===== src/design/atgt_pkg.sv =====
// Shared constants and types for the text grid terminal.
// Used by the controller, the datapath and the top level; depends on nothing.
`timescale 1ns / 1ps
`default_nettype none
package atgt_pkg;
	localparam int GridCols = 80;
	localparam int GridRows = 30;
	localparam int CellCount = GridCols * GridRows;
	localparam int AddrW = $clog2(CellCount);
	localparam logic [7:0] ChSpace = 8'h20;
	localparam logic [7:0] ChDel = 8'h7F;
	localparam logic [7:0] ChEsc = 8'h1B;
	localparam logic [7:0] ChBell = 8'h07;
	localparam logic [7:0] ChLf = 8'h0A;
	localparam logic [7:0] ChCr = 8'h0D;
	localparam logic [7:0] ChBs = 8'h08;
	localparam logic [7:0] ChLbr = 8'h5B;
	localparam logic [7:0] ChSemi = 8'h3B;
	localparam logic [7:0] ChK = 8'h4B;
	localparam logic [7:0] ChC = 8'h43;
	localparam logic [7:0] ChD = 8'h44;
	localparam logic [7:0] ChH = 8'h48;
	localparam logic [7:0] ChJ = 8'h4A;

	// Datapath operations issued by the controller.
	typedef enum logic [2:0] {
		OP_NONE,
		OP_READ,     // start a read of the addressed cell
		OP_WRITE,    // write wdata at the address
		OP_COPY_RD,  // read source cell of a scroll copy
		OP_COPY_WR   // write the previously read cell at the address
	} dp_op_t;

	typedef struct packed {
		dp_op_t op;
		logic [AddrW-1:0] addr;
		logic [7:0] wdata;
	} dp_cmd_t;

	typedef struct packed {
		logic [7:0] rdata;
		logic clr_done;
	} dp_stat_t;
endpackage
`default_nettype wire


===== src/design/atgt_controller.sv =====
// Controller: escape parser, cursor, and sequencer of grid passes.
// Drives atgt_datapath by commands; depends on atgt_pkg.
`timescale 1ns / 1ps
`default_nettype none
module atgt_controller (
	input wire logic clk,
	input wire logic arst_n,
	input wire logic start,
	output logic busy,
	input wire logic mode,
	input wire logic [7:0] data_byte,
	input wire logic [4:0] read_row,
	input wire logic [6:0] read_col,
	output logic strobe,
	output logic [7:0] cell_char,
	output logic [4:0] cursor_row_out,
	output logic [6:0] cursor_col_out,
	output logic [1:0] parse_state,
	output atgt_pkg::dp_cmd_t cmd,
	input wire atgt_pkg::dp_stat_t stat
);
	typedef enum logic [3:0] {
		S_INIT, S_IDLE, S_DECODE, S_RD_WAIT, S_RD_DONE,
		S_SCR_RD, S_SCR_WR, S_FILL, S_DONE
	} state_t;

	localparam int AW = atgt_pkg::AddrW;
	localparam logic [AW-1:0] LastRowBase =
		AW'((atgt_pkg::GridRows - 1) * atgt_pkg::GridCols);

	state_t state_q;
	logic [7:0] byte_q;
	logic [4:0] rrow_q;
	logic [6:0] rcol_q;
	logic [4:0] row_q;
	logic [6:0] col_q;
	logic [1:0] esc_q;
	logic [7:0] arg0_q, arg1_q;
	logic [1:0] aidx_q;
	logic [AW-1:0] ptr_q, end_q;
	logic [AW-1:0] row_base;
	logic [AW-1:0] rd_addr;
	logic [7:0] narg;
	logic [11:0] acc_mul;
	logic [7:0] cur_arg;
	logic [3:0] digit;
	logic [8:0] col_sum;
	// Low while a printable byte still has to be stored; the first fill cycle
	// of such a request carries the byte, every other fill cycle writes a space.
	logic blank_q;

	assign row_base = AW'(row_q * atgt_pkg::GridCols);
	assign rd_addr = AW'(rrow_q * atgt_pkg::GridCols) + AW'(rcol_q);
	assign narg = (arg0_q == 8'd0) ? 8'd1 : arg0_q;
	assign cur_arg = aidx_q[0] ? arg1_q : arg0_q;
	assign digit = 4'(byte_q - 8'h30);
	assign acc_mul = 12'(cur_arg) * 12'd10 + 12'(digit);
	assign col_sum = 9'(col_q) + 9'(narg);
	assign busy = (state_q != S_IDLE);

	always_comb begin
		cmd = '{op: atgt_pkg::OP_NONE, addr: ptr_q, wdata: atgt_pkg::ChSpace};
		case (state_q)
			S_RD_WAIT: begin
				cmd.op = atgt_pkg::OP_READ;
				cmd.addr = rd_addr;
			end
			S_SCR_RD: begin
				cmd.op = atgt_pkg::OP_COPY_RD;
				cmd.addr = ptr_q + AW'(atgt_pkg::GridCols);
			end
			S_SCR_WR: cmd.op = atgt_pkg::OP_COPY_WR;
			S_FILL: begin
				cmd.op = atgt_pkg::OP_WRITE;
				if (!blank_q) cmd.wdata = byte_q;
			end
			default: ;
		endcase
	end

	always_ff @(posedge clk or negedge arst_n) begin
		if (!arst_n) begin
			state_q <= S_INIT;
			byte_q <= '0;
			rrow_q <= '0;
			rcol_q <= '0;
			row_q <= '0;
			col_q <= '0;
			esc_q <= '0;
			arg0_q <= '0;
			arg1_q <= '0;
			aidx_q <= '0;
			strobe <= 1'b0;
			cell_char <= '0;
			ptr_q <= '0;
			end_q <= '0;
			blank_q <= 1'b1;
		end else begin
			strobe <= 1'b0;
			case (state_q)
				S_INIT: if (stat.clr_done) state_q <= S_IDLE;
				S_IDLE: if (start) begin
					byte_q <= data_byte;
					rrow_q <= read_row;
					rcol_q <= read_col;
					cell_char <= '0;
					state_q <= mode ? S_RD_WAIT : S_DECODE;
				end
				S_RD_WAIT: begin
					if (rrow_q < 5'(atgt_pkg::GridRows) && rcol_q < 7'(atgt_pkg::GridCols))
						state_q <= S_RD_DONE;
					else
						state_q <= S_DONE;
				end
				S_RD_DONE: begin
					cell_char <= stat.rdata;
					state_q <= S_DONE;
				end
				S_DECODE: begin
					state_q <= S_DONE;
					blank_q <= !(esc_q == 2'd0 && byte_q >= atgt_pkg::ChSpace &&
						byte_q < atgt_pkg::ChDel);
					if (esc_q == 2'd0) begin
						if (byte_q == atgt_pkg::ChLf) begin
							col_q <= '0;
							if (row_q == 5'(atgt_pkg::GridRows - 1)) begin
								ptr_q <= '0;
								state_q <= S_SCR_RD;
							end else row_q <= row_q + 1'b1;
						end else if (byte_q == atgt_pkg::ChCr) begin
							col_q <= '0;
						end else if (byte_q == atgt_pkg::ChBs || byte_q == atgt_pkg::ChDel) begin
							// Erase the cell at the new cursor position.
							ptr_q <= row_base + AW'(col_q == 7'd0 ? 7'd0 : col_q - 1'b1);
							end_q <= row_base + AW'(col_q == 7'd0 ? 7'd0 : col_q - 1'b1);
							state_q <= S_FILL;
							if (col_q != 7'd0) col_q <= col_q - 1'b1;
						end else if (byte_q == atgt_pkg::ChEsc) begin
							esc_q <= 2'd1;
						end else if (byte_q >= atgt_pkg::ChSpace && byte_q < atgt_pkg::ChDel) begin
							if (col_q == 7'(atgt_pkg::GridCols)) begin
								col_q <= 7'd1;
								if (row_q == 5'(atgt_pkg::GridRows - 1)) begin
									// Scroll first, then the fill pass stores the byte.
									ptr_q <= '0;
									state_q <= S_SCR_RD;
								end else begin
									row_q <= row_q + 1'b1;
									ptr_q <= row_base + AW'(atgt_pkg::GridCols);
									end_q <= row_base + AW'(atgt_pkg::GridCols);
									state_q <= S_FILL;
								end
							end else begin
								ptr_q <= row_base + AW'(col_q);
								end_q <= row_base + AW'(col_q);
								col_q <= col_q + 1'b1;
								state_q <= S_FILL;
							end
						end
					end else if (esc_q == 2'd1) begin
						if (byte_q == atgt_pkg::ChLbr) begin
							esc_q <= 2'd2;
							aidx_q <= '0;
							arg0_q <= '0;
							arg1_q <= '0;
						end else esc_q <= 2'd0;
					end else begin
						if (byte_q >= 8'h30 && byte_q <= 8'h39) begin
							if (!aidx_q[1]) begin
								if (aidx_q[0])
									arg1_q <= (acc_mul > 12'd255) ? 8'd255 : acc_mul[7:0];
								else
									arg0_q <= (acc_mul > 12'd255) ? 8'd255 : acc_mul[7:0];
							end
						end else if (byte_q == atgt_pkg::ChSemi) begin
							if (aidx_q != 2'd3) aidx_q <= aidx_q + 1'b1;
						end else begin
							esc_q <= 2'd0;
							case (byte_q)
								atgt_pkg::ChK: begin
									if (arg0_q == 8'd2) begin
										ptr_q <= row_base;
										end_q <= row_base + AW'(atgt_pkg::GridCols - 1);
										state_q <= S_FILL;
									end else if (col_q < 7'(atgt_pkg::GridCols)) begin
										ptr_q <= row_base + AW'(col_q);
										end_q <= row_base + AW'(atgt_pkg::GridCols - 1);
										state_q <= S_FILL;
									end
								end
								atgt_pkg::ChD: col_q <= (8'(col_q) > narg) ? 7'(8'(col_q) - narg) : 7'd0;
								atgt_pkg::ChC: col_q <= (col_sum >= 9'(atgt_pkg::GridCols)) ?
									7'(atgt_pkg::GridCols - 1) : col_sum[6:0];
								atgt_pkg::ChH: begin
									row_q <= (arg0_q == 8'd0) ? 5'd0 :
										(arg0_q - 8'd1 >= 8'(atgt_pkg::GridRows)) ?
										5'(atgt_pkg::GridRows - 1) : 5'(arg0_q - 8'd1);
									col_q <= (arg1_q == 8'd0) ? 7'd0 :
										(arg1_q - 8'd1 >= 8'(atgt_pkg::GridCols)) ?
										7'(atgt_pkg::GridCols - 1) : 7'(arg1_q - 8'd1);
								end
								atgt_pkg::ChJ: if (arg0_q == 8'd2) begin
									row_q <= '0;
									col_q <= '0;
									ptr_q <= '0;
									end_q <= AW'(atgt_pkg::CellCount - 1);
									state_q <= S_FILL;
								end
								default: ;
							endcase
						end
					end
				end
				S_SCR_RD: state_q <= S_SCR_WR;
				S_SCR_WR: begin
					if (ptr_q == LastRowBase - 1'b1) begin
						ptr_q <= LastRowBase;
						end_q <= LastRowBase + AW'(atgt_pkg::GridCols - 1);
						state_q <= S_FILL;
					end else begin
						ptr_q <= ptr_q + 1'b1;
						state_q <= S_SCR_RD;
					end
				end
				S_FILL: begin
					blank_q <= 1'b1;
					if (ptr_q == end_q) state_q <= S_DONE;
					else ptr_q <= ptr_q + 1'b1;
				end
				S_DONE: begin
					strobe <= 1'b1;
					state_q <= S_IDLE;
				end
				default: state_q <= S_IDLE;
			endcase
		end
	end

	assign cursor_row_out = row_q;
	assign cursor_col_out = col_q;
	assign parse_state = esc_q;
endmodule
`default_nettype wire


===== config.mk =====
export PLATFORM = sky130hd
export DESIGN_NAME = atgt_controller
export DESIGN_NICKNAME = d
export VERILOG_FILES = /design/src/design/atgt_pkg.sv /design/src/design/atgt_controller.sv
export SDC_FILE = /design/constraint.sdc
export NUM_CORES = 1
export LEC_CHECK = 0
export BUFFER_PORTS_ARGS = -buffer_cell sky130_fd_sc_hd__buf_2
export CAP_MARGIN = 20
export CORE_MARGIN = 8
export CORE_UTILIZATION = 44
export DETAILED_ROUTE_END_ITERATION = 6
export PLACE_DENSITY = 0.62
export SLEW_MARGIN = 20
export SYNTH_ARGS = -nofsm -noshare
export SYNTH_HDL_FRONTEND = slang
export SYNTH_SLANG_ARGS = --single-unit

===== constraint.sdc =====
create_clock -name clk -period 4.8 [get_ports clk]
set_clock_uncertainty 0.15 [all_clocks]
set_input_delay 0.48 -clock clk [delete_from_list [all_inputs] [get_ports clk]]
set_output_delay 0.48 -clock clk [all_outputs]
set_load 0.02 [all_outputs]

Word-level counts from Yosys, hierarchy flattened:

Cells that the tools add are included.

* logic and storage cells: 279
* flip-flop bits (word level): 90
* input bits: 33

* bitwise logic cells: 1
* magnitude comparators: 12
* multiplexer cells: 126
* $mul: 3
* add/sub/neg operators: 18
* equal/unequal tests: 70
* reduce and logical (&&, ||, !) cells: 34

Operators by type and width (count)
* two-way mux 12 bit: 33
* two-way mux 8 bit: 15
* two-way mux 7 bit: 16
* case mux 12 bit (2 select lines): 4
* two-way mux 4 bit: 18
* two-way mux 5 bit: 14
* == test 8 x 7 -> 1 bit (second input constant): 7
* adder 12 x 7 -> 12 bit (second input constant): 3
* case mux 12 bit (3 select lines): 1
* inequality test 3 bit (second input constant): 11
* two-way mux 2 bit: 16
* case mux 4 bit (8 select lines): 1
* case mux 7 bit (4 select lines): 1
* inequality test 2 bit (second input constant): 13
* inequality test 5 bit (second input constant): 5
* adder 12 x 7 -> 12 bit: 2
* == test 8 x 4 -> 1 bit (second input constant): 3
* inequality test 4 bit (second input constant): 5
* AND reduction 6 bit: 3
* == test 4 x 3 -> 1 bit (second input constant): 4
* greater-or-equal comparator 8 x 6 -> 1 bit (second input constant): 2
* zero test 8 bit: 2
* multiplier 5 x 3 -> 8 bit (second input constant): 2
* case mux 8 bit (2 select lines): 1
* other kinds (62): 82

Depth between registers and ports, before layout:

Gate-level depths: netlist of run 1.

* depth after elaboration: 11
* gate-level depth with buffers: 15
* gate-level depth less buffers: 15

Worst setup path after synthesis of run 1:

OpenSTA, ideal clock, no wires.

* path kind: flip-flop to flip-flop
* start: register aidx_q[0]
* end: register arg1_q[6]
* slack: 1.081 ns
* arrival: 3.445 ns
* path buffers: 2
* required time: 4.525 ns
* stages on the path, launching flop included: 13
* clock period less this slack: 3.719 ns
* cell sequence: dfrtp_1 > clkbuf_1 > clkbuf_1 > o21ai_0 > ha_1 > ha_1 > fa_1 > xor2_1 > nand3_1 > nor3_1 > mux2_2 > o31a_1 > mux2_2

* word-level cells in the longest chain between the ends: 9
* elaborated cells on any way between the ends: 11

Ends and longest elaborated chain
* from (decl): RTL line atgt_controller.sv:39 `logic [1:0] aidx_q;`
* from (signal assigned): RTL line atgt_controller.sv:176 `if (aidx_q != 2'd3) aidx_q <= aidx_q + 1'b1;`
* two-way mux 8 bit: RTL line atgt_controller.sv:55 `assign cur_arg = aidx_q[0] ? arg1_q : arg0_q;`
* multiplier 8 x 3 -> 11 bit: RTL line atgt_controller.sv:57 `assign acc_mul = 12'(cur_arg) * 12'd10 + 12'(digit);`
* adder 12 x 4 -> 12 bit: RTL line atgt_controller.sv:57
* greater-than comparator 12 x 8 -> 1 bit: RTL line atgt_controller.sv:171 `arg1_q <= (acc_mul > 12'd255) ? 8'd255 : acc_mul[7:0];`
* two-way mux 8 bit: RTL line atgt_controller.sv:171
* two-way mux 8 bit: RTL line atgt_controller.sv:170 `if (aidx_q[0])`
* two-way mux 8 bit: RTL line atgt_controller.sv:169 `if (!aidx_q[1]) begin`
* two-way mux 8 bit: RTL line atgt_controller.sv:168 `if (byte_q >= 8'h30 && byte_q <= 8'h39) begin`
* two-way mux 8 bit: RTL line atgt_controller.sv:160 `end else if (esc_q == 2'd1) begin`
* to (signal assigned): RTL line atgt_controller.sv:171
* to (decl): RTL line atgt_controller.sv:38 `logic [7:0] arg0_q, arg1_q;`

Parallel ways exist; a longest one is shown, timed or not. The select of a mux whose other input is x is not followed.
A chain may end at the register's enable or synchronous reset.

Final worst setup path of run 1:

* start: register col_q[0] (netlist: cursor_col_out[0])
* end: register end_q[10]

* word-level cells in the longest chain between the ends: 9
* elaborated cells on any way between the ends: 18

Ends and longest elaborated chain
* from (decl): RTL line atgt_controller.sv:36 `logic [6:0] col_q;`
* from (signal assigned): RTL line atgt_controller.sv:137 `if (col_q != 7'd0) col_q <= col_q - 1'b1;`
* from (signal assigned): RTL line atgt_controller.sv:156 `col_q <= col_q + 1'b1;`
* from (signal assigned): RTL line atgt_controller.sv:191 `atgt_pkg::ChD: col_q <= (8'(col_q) > narg) ? 7'(8'(col_q) - narg) : 7'd0;`
* parallel branches: the longest is 9 deep, another holds adder 12 bit
* to (signal assigned): RTL line atgt_controller.sv:135 `end_q <= row_base + AW'(col_q == 7'd0 ? 7'd0 : col_q - 1'b1);`
* to (signal assigned): RTL line atgt_controller.sv:150 `end_q <= row_base + AW'(atgt_pkg::GridCols);`
* to (signal assigned): RTL line atgt_controller.sv:155 `end_q <= row_base + AW'(col_q);`
* to (decl): RTL line atgt_controller.sv:40 `logic [AW-1:0] ptr_q, end_q;`

Several ways; the timed one is not identified. The select of a mux whose other input is x is not followed.

==> flow_metrics.env, run 1 <==
export IMPL_syn_area_um2=8870
export IMPL_yosys_warnings=0
export IMPL_final_area_um2=9710
export IMPL_clock_fmax_mhz=244
export IMPL_tightest_slew_ps=1070
export IMPL_cts_root_buf="clkbuf_16"
export IMPL_num_rows=52
export IMPL_rr_worst_depth=14
export IMPL_antenna_found_initial=0
export IMPL_worst_setup_path_type="register to register"
export IMPL_slowest_stage="dfrtp_1"
export IMPL_viasPerCell=6.05
export IMPL_finalWirelength_um=27200
export IMPL_avgSynthCellArea_um2=8.11
export IMPL_cts_buffers=9
export IMPL_synth_compound_area_frac=0.228
export IMPL_worstSetupPathDepth=14
export IMPL_yosysSeqAreaShare=0.254
export IMPL_setup_tns_ps=0
export IMPL_path_cells="inv_1 -> ha_1 -> or3b_1 -> nor4_2 -> nor2_1 -> ha_1 -> fa_1 -> a211oi_1 -> o21bai_1 -> a21oi_1 -> xor2_1 -> mux2i_1 -> a22oi_1 -> o22ai_1"
export IMPL_critPathBufInv=1
export IMPL_cts_resized=0
export IMPL_num_antenna_cells=0
export IMPL_slowest_delay_ps=500
export IMPL_r2r_setup_slack_ps=700
export IMPL_hpwl_um=21000
export IMPL_path_clk_slew_ps=80
export IMPL_synthSimpleGateAreaFrac=0.236
export IMPL_crit_arrival_ps=4200
export IMPL_layout_common_cells="nand2_1 (124), dfrtp_1 (89), o21ai_0 (78), buf_2 (78), nor2_1 (74)"
export IMPL_synth_top_family_by_area="simple AND/OR/NAND/NOR gates"
export IMPL_syn_inst=1093
export IMPL_port_buffers=79
export IMPL_r2r_end="end_q[10]$_DFFE_PN0P_"
export IMPL_die_h_um=158
export IMPL_track_usage=0.220
export IMPL_cts_buffer_depth=2
export IMPL_cts_setup_buffers=0
export IMPL_status="finished clean"
export IMPL_clock_latency_ps=360
export IMPL_synth_distinct_cells=89
export IMPL_place_congestion=0.909
export IMPL_cts_tree="done"
export IMPL_crit_top_cell="ha_1"
export IMPL_dp_cells=1389
export IMPL_postCtsHoldBufs=0
export IMPL_postRouteAntennaNets=0
export IMPL_synth_adder_area_share=0.119
export IMPL_cp_top_family="compound AO/OA/AOI/OAI gates"
export IMPL_final_common_cell="nand2_1"
export IMPL_grt_pass1_wl_um=43600
export IMPL_area_growth_syn_to_layout_pct=9.55
export IMPL_cp_end_kind="register"
export IMPL_drv_cap=0
export IMPL_ir_worst_vdd_mv=0.329
export IMPL_leakage_nw=4.39
export IMPL_hold_viol_final=0
export IMPL_p_per_area_nw_per_um2=499
export IMPL_grt_pass1_vias=8192
export IMPL_period_share=0.855
export IMPL_drt_iter0_drc=702
export IMPL_initial_core_util=0.444
export IMPL_route_detailed_drc=0
export IMPL_final_layout_size_suffix_gt1_frac=0.141
export IMPL_final_cells=1405
export IMPL_drt_first_pass_iters=5
export IMPL_synth_mux_area_frac=0.0511
export IMPL_core_area_um2=20000
export IMPL_relSlewSlack=0.282
export IMPL_min_delay_path_class="input pin to asynchronous set/reset pin"
export IMPL_reg2reg_from="cursor_col_out[0]$_DFFE_PN0P_"
export IMPL_setup_viol=0
export IMPL_cp_required_ps=4900
export IMPL_wl_per_cell_um=19.4
export IMPL_die_x_um=158
export IMPL_synth_edf_count=0
export IMPL_slew_viol_final=0
export IMPL_rsz0062_at_grt="false"
export IMPL_ios=80
export IMPL_syn_num_nets=1205
export IMPL_worstPathMaxFanout=9
export IMPL_placed_area_um2=9410
export IMPL_synthFlopType="dfrtp_1"
export IMPL_startpoint_type="register"
export IMPL_clock_sinks=90
export IMPL_overflow=0
export IMPL_die_area_um2=24900
export IMPL_synth_xor_area_frac=0.0642
export IMPL_nets=1242
export IMPL_min_period_ps=4100
export IMPL_ys_ff_latch=90
export IMPL_ys_async_sr_fraction=1.00
export IMPL_grt_max_degree=67
export IMPL_htree_levels=3
export IMPL_via_count=8494
## through the flow
stage          setup slack [ps]  utilization  total power [mW]  hold WS, ps
6_report                    696        0.486              4.85         59.0
5_1_grt                     357        0.486              5.22          151
4_1_cts                     747        0.486              4.84          116
3_5_place_dp                787        0.471              4.10          329
3_3_place_gp                853        0.471              4.08          327
2_1_floorplan              1080            -              3.34         34.4
## cells by family (layout without fill, tap and decap cells)
| logic type | Yosys count | after routing |
|---|---|---|
| mux | 41 | 41 |
| flops | 90 | 90 |
| compound gates | 304 | 304 |
| fa+ha+maj | 79 | 79 |
| buf+inv | 108 | 150 |
| xor+xnor | 65 | 65 |
| simple gates | 406 | 406 |
## flip-flops by register name, indices dropped and copies added, names as in the netlist
| register | count |
|---|---|
| arg0_q | 8 |
| aidx_q | 2 |
| cursor_row_out | 5 |
| cell_char | 8 |
| byte_q | 8 |
| cursor_col_out | 7 |
| state_q | 4 |
| rcol_q | 7 |
| rrow_q | 5 |
| end_q | 12 |
| strobe | 1 |
| parse_state | 2 |
| arg1_q | 8 |
| ptr_q | 12 |
| blank_q | 1 |
## area by class of cell
type	instances	area (µm²)
fill	1993	10300
tap	270	338
clock buffer	10	239
multi-input combinational	895	6190
sequential	90	2250
clock inverter	6	58.8
inverter	47	176
timing repair buffer	87	458
## layer usage
metal | track usage | vias up | routed length (µm)
li1 | - | 4085 | -
met1 | 0.287 | 4105 | 11900
met2 | 0.371 | 255 | 13200
met3 | 0.0262 | 49 | 1490
met4 | 0.0759 | 0 | 654
met5 | 0 | - | 0
## worst register-to-register path, stage by stage (launching register included)
cell and delay, ps:
dfrtp_1 500, inv_1 260, ha_1 210, or3b_1 440
nor4_2 420, nor2_1 110, ha_1 230, fa_1 420
a211oi_1 350, o21bai_1 130, a21oi_1 210, xor2_1 160
mux2i_1 100, a22oi_1 210, o22ai_1 100
## report_power, final
group	switching [mW]	total [mW]	leakage, nW	internal, mW
clock	0.350	0.727	0.143	0.377
sequential	0.404	1.40	1.17	0.993
combinational	1.59	2.73	3.08	1.13
## cell usage after synthesis (6+ instances only)
| library cell | number | area share |
|---|---|---|
| a211oi_1 | 7 | 0.0059 |
| a21o_1 | 16 | 0.014 |
| a21oi_1 | 61 | 0.034 |
| a22oi_1 | 7 | 0.0059 |
| a31oi_1 | 16 | 0.011 |
| and2_1 | 16 | 0.011 |
| and3_1 | 16 | 0.011 |
| buf_2 | 9 | 0.0051 |
| clkbuf_1 | 47 | 0.020 |
| dfrtp_1 | 89 | 0.25 |
| fa_1 | 9 | 0.020 |
| ha_1 | 70 | 0.099 |
| inv_1 | 46 | 0.019 |
| mux2_2 | 34 | 0.043 |
| mux2i_1 | 7 | 0.0079 |
| nand2_1 | 125 | 0.053 |
| nand2b_1 | 15 | 0.011 |
| nand3_1 | 37 | 0.021 |
| nand4_1 | 17 | 0.012 |
| nor2_1 | 75 | 0.032 |
| nor2b_1 | 14 | 0.0099 |
| nor3_1 | 28 | 0.016 |
| nor3b_1 | 8 | 0.0068 |
| nor4_1 | 13 | 0.0092 |
| o211ai_1 | 16 | 0.014 |
| o21ai_0 | 78 | 0.044 |
| o22a_1 | 6 | 0.0059 |
| o22ai_1 | 17 | 0.012 |
| o31ai_1 | 10 | 0.0085 |
| xnor2_1 | 43 | 0.042 |
| xor2_1 | 22 | 0.022 |
## how the worst max path moves through the flow
stage	startpoint	slack (ps)	to
finish	cursor_col_out[0]$_DFFE_PN0P_	700	end_q[10]$_DFFE_PN0P_
global route	cursor_col_out[0]$_DFFE_PN0P_	360	end_q[10]$_DFFE_PN0P_
CTS	cursor_col_out[0]$_DFFE_PN0P_	750	end_q[10]$_DFFE_PN0P_
detailed placement	cursor_col_out[0]$_DFFE_PN0P_	790	end_q[10]$_DFFE_PN0P_
global placement	cursor_col_out[0]$_DFFE_PN0P_	850	end_q[10]$_DFFE_PN0P_
floorplan	aidx_q[0]$_DFFE_PN0P_	1080	arg1_q[6]$_DFFE_PN0P_
Note: power is estimated with default switching activity, not from simulation.
==> run 2: changes to the inputs <==
==> constraint.sdc (replaced) <==
create_clock -name clk -period 3.8 [get_ports clk]
set_clock_uncertainty 0.15 [all_clocks]
set_input_delay 0.38 -clock clk [delete_from_list [all_inputs] [get_ports clk]]
set_output_delay 0.38 -clock clk [all_outputs]
set_load 0.02 [all_outputs]
==> run 2 against run 1 <==
The flow now finishes with violations (hold timing). First-iteration DRC count down 21%. Highest routed layer unchanged. Combinational power up 33%. Count of clock-buffer cells in the layout down 1. Cell count up 2.8%. Register-to-register slack worse by 500 ps. Setup slack worse by 500 ps. Fmax up 14%. Largest cell class unchanged. Die area unchanged. Wire length about the same.
==> flow_metrics.env, run 2 (synthesized netlist as in run 1, its figures left out) <==
export IMPL_setup_viol=0
export IMPL_antenna_found_initial=0
export IMPL_route_detailed_drc=0
export IMPL_htree_levels=3
export IMPL_path_clk_slew_ps=70
export IMPL_cts_setup_buffers=0
export IMPL_final_common_cell="nand2_1"
export IMPL_cts_tree="done"
export IMPL_num_rows=52
export IMPL_violations="hold timing"
export IMPL_layout_common_cells="nand2_1 (125), dfrtp_1 (88), buf_2 (78)"
export IMPL_cts_buffers=9
export IMPL_whs_ps=-11.6
export IMPL_area_growth_syn_to_layout_pct=13.5
export IMPL_period_share=0.949
export IMPL_cp_required_ps=3880
export IMPL_startpoint_type="register"
export IMPL_tightest_slew_ps=920
export IMPL_ios=80
export IMPL_clock_sinks=90
export IMPL_relSlewSlack=0.386
export IMPL_setup_tns_ps=0
export IMPL_final_core_util=0.504
export IMPL_die_x_um=158
export IMPL_grt_pass1_vias=8403
export IMPL_place_congestion=0.862
export IMPL_final_seq_area_um2=2250
export IMPL_largest_registers="end_q x12, ptr_q x12"
export IMPL_clock_latency_ps=360
export IMPL_rsz0062_at_grt="false"
export IMPL_clock_fmax_mhz=277
export IMPL_status="finished with violations"
export IMPL_core_area_um2=20000
export IMPL_grt_pass1_wl_um=44100
export IMPL_die_area_um2=24900
export IMPL_drv_cap=0
export IMPL_via_count=8599
export IMPL_slew_viol_final=0
export IMPL_nets=1281
export IMPL_min_period_ps=3610
export IMPL_fillers=1977
export IMPL_cts_buffer_depth=2
export IMPL_cts_root_buf="clkbuf_16"
export IMPL_postRouteAntennaNets=0
export IMPL_min_delay_path_class="input pin to asynchronous set/reset pin"
export IMPL_track_usage=0.221
export IMPL_crit_arrival_ps=3680
export IMPL_finalWirelength_um=27200
export IMPL_num_antenna_cells=0
export IMPL_die_h_um=158
export IMPL_viasPerCell=5.95
export IMPL_rr_worst_depth=14
export IMPL_drt_iter0_drc=554
export IMPL_wl_per_cell_um=18.9
export IMPL_multi_input_area_um2=6210
export IMPL_final_layout_size_suffix_gt1_frac=0.173
export IMPL_ir_worst_vdd_mv=0.398
export IMPL_worst_setup_path_type="register to register"
export IMPL_leakage_nw=4.61
export IMPL_hold_viol_final=8
export IMPL_worstPathMaxFanout=4
export IMPL_cp_end_kind="register"
export IMPL_overflow=0
export IMPL_port_buffers=79
export IMPL_hpwl_um=21200
export IMPL_grt_max_degree=68
export IMPL_drt_first_pass_iters=5
export IMPL_p_per_area_nw_per_um2=629
export IMPL_initial_core_util=0.444
run 2: worst paths after layout:
check | to | slack (ps) | start
hold / removal | end_q[9]$_DFFE_PN0P_ | -10 | arst_n
min in group clk | cell_char[5]$_DFFE_PN0P_ | 60 | stat[6]
hold reg to reg | cell_char[2]$_DFFE_PN0P_ | 340 | cell_char[2]$_DFFE_PN0P_
max in group asynchronous | state_q[3]$_DFFE_PN0P_ | 2750 | arst_n
setup reg to reg | cursor_col_out[3]$_DFFE_PN0P_ | 190 | arg0_q[1]$_DFFE_PN0P_
setup / recovery | cursor_col_out[3]$_DFFE_PN0P_ | 190 | arg0_q[1]$_DFFE_PN0P_
run 2: what timing repair did:
item	in CTS	in global routing
hold buffers	0	0
endpoints found under the setup margin	0	11
resized for setup	0	8
run 2: per-layer routing:
| layer | up-vias | track usage | wire length (µm) |
|---|---|---|---|
| li1 | 4157 | - | - |
| met1 | 4165 | 0.279 | 11900 |
| met2 | 233 | 0.384 | 13500 |
| met3 | 44 | 0.0300 | 1200 |
| met4 | 0 | 0.0683 | 590 |
| met5 | - | 0 | 0 |
run 2: through the flow:
stage	instances	power [mW]	instance area, µm²	setup WS, ps	hold WS, ps
after global placement	1428	5.24	9710	294	327
after global routing	1444	6.82	10100	7.94	66.7
after detailed placement	1428	5.27	9710	186	333
after CTS	1444	6.33	10000	182	26.5
final	1444	6.33	10100	193	-11.6
after floorplan	1093	4.22	8870	80.6	-65.6
run 2: layout make-up:
| cell class | instances | area share |
|---|---|---|
| sequential | 90 | 0.224 |
| inverter | 47 | 0.0175 |
| multi-input combinational | 895 | 0.617 |
| timing repair buffer | 126 | 0.0746 |
| clock inverter | 7 | 0.0108 |
| tap | 270 | 0.0336 |
| clock buffer | 9 | 0.0224 |
run 2: worst max-delay path, stage by stage, from the launching register on:
cell     delay, ps
dfrtp_1        340
inv_1          110
ha_1           220
nor3b_2        170
nand2_1         70
nand2_1        120
ha_1           240
fa_1           400
nor2b_1        170
o31a_1         320
or3b_2         500
a41oi_2        230
o22ai_2        130
o21ai_0        210
a31oi_1        110
run 2: where the power goes:
part / internal, mW / switching (mW)
combinational: 1.51 / 2.12
clock: 0.593 / 0.443
sequential: 1.26 / 0.403
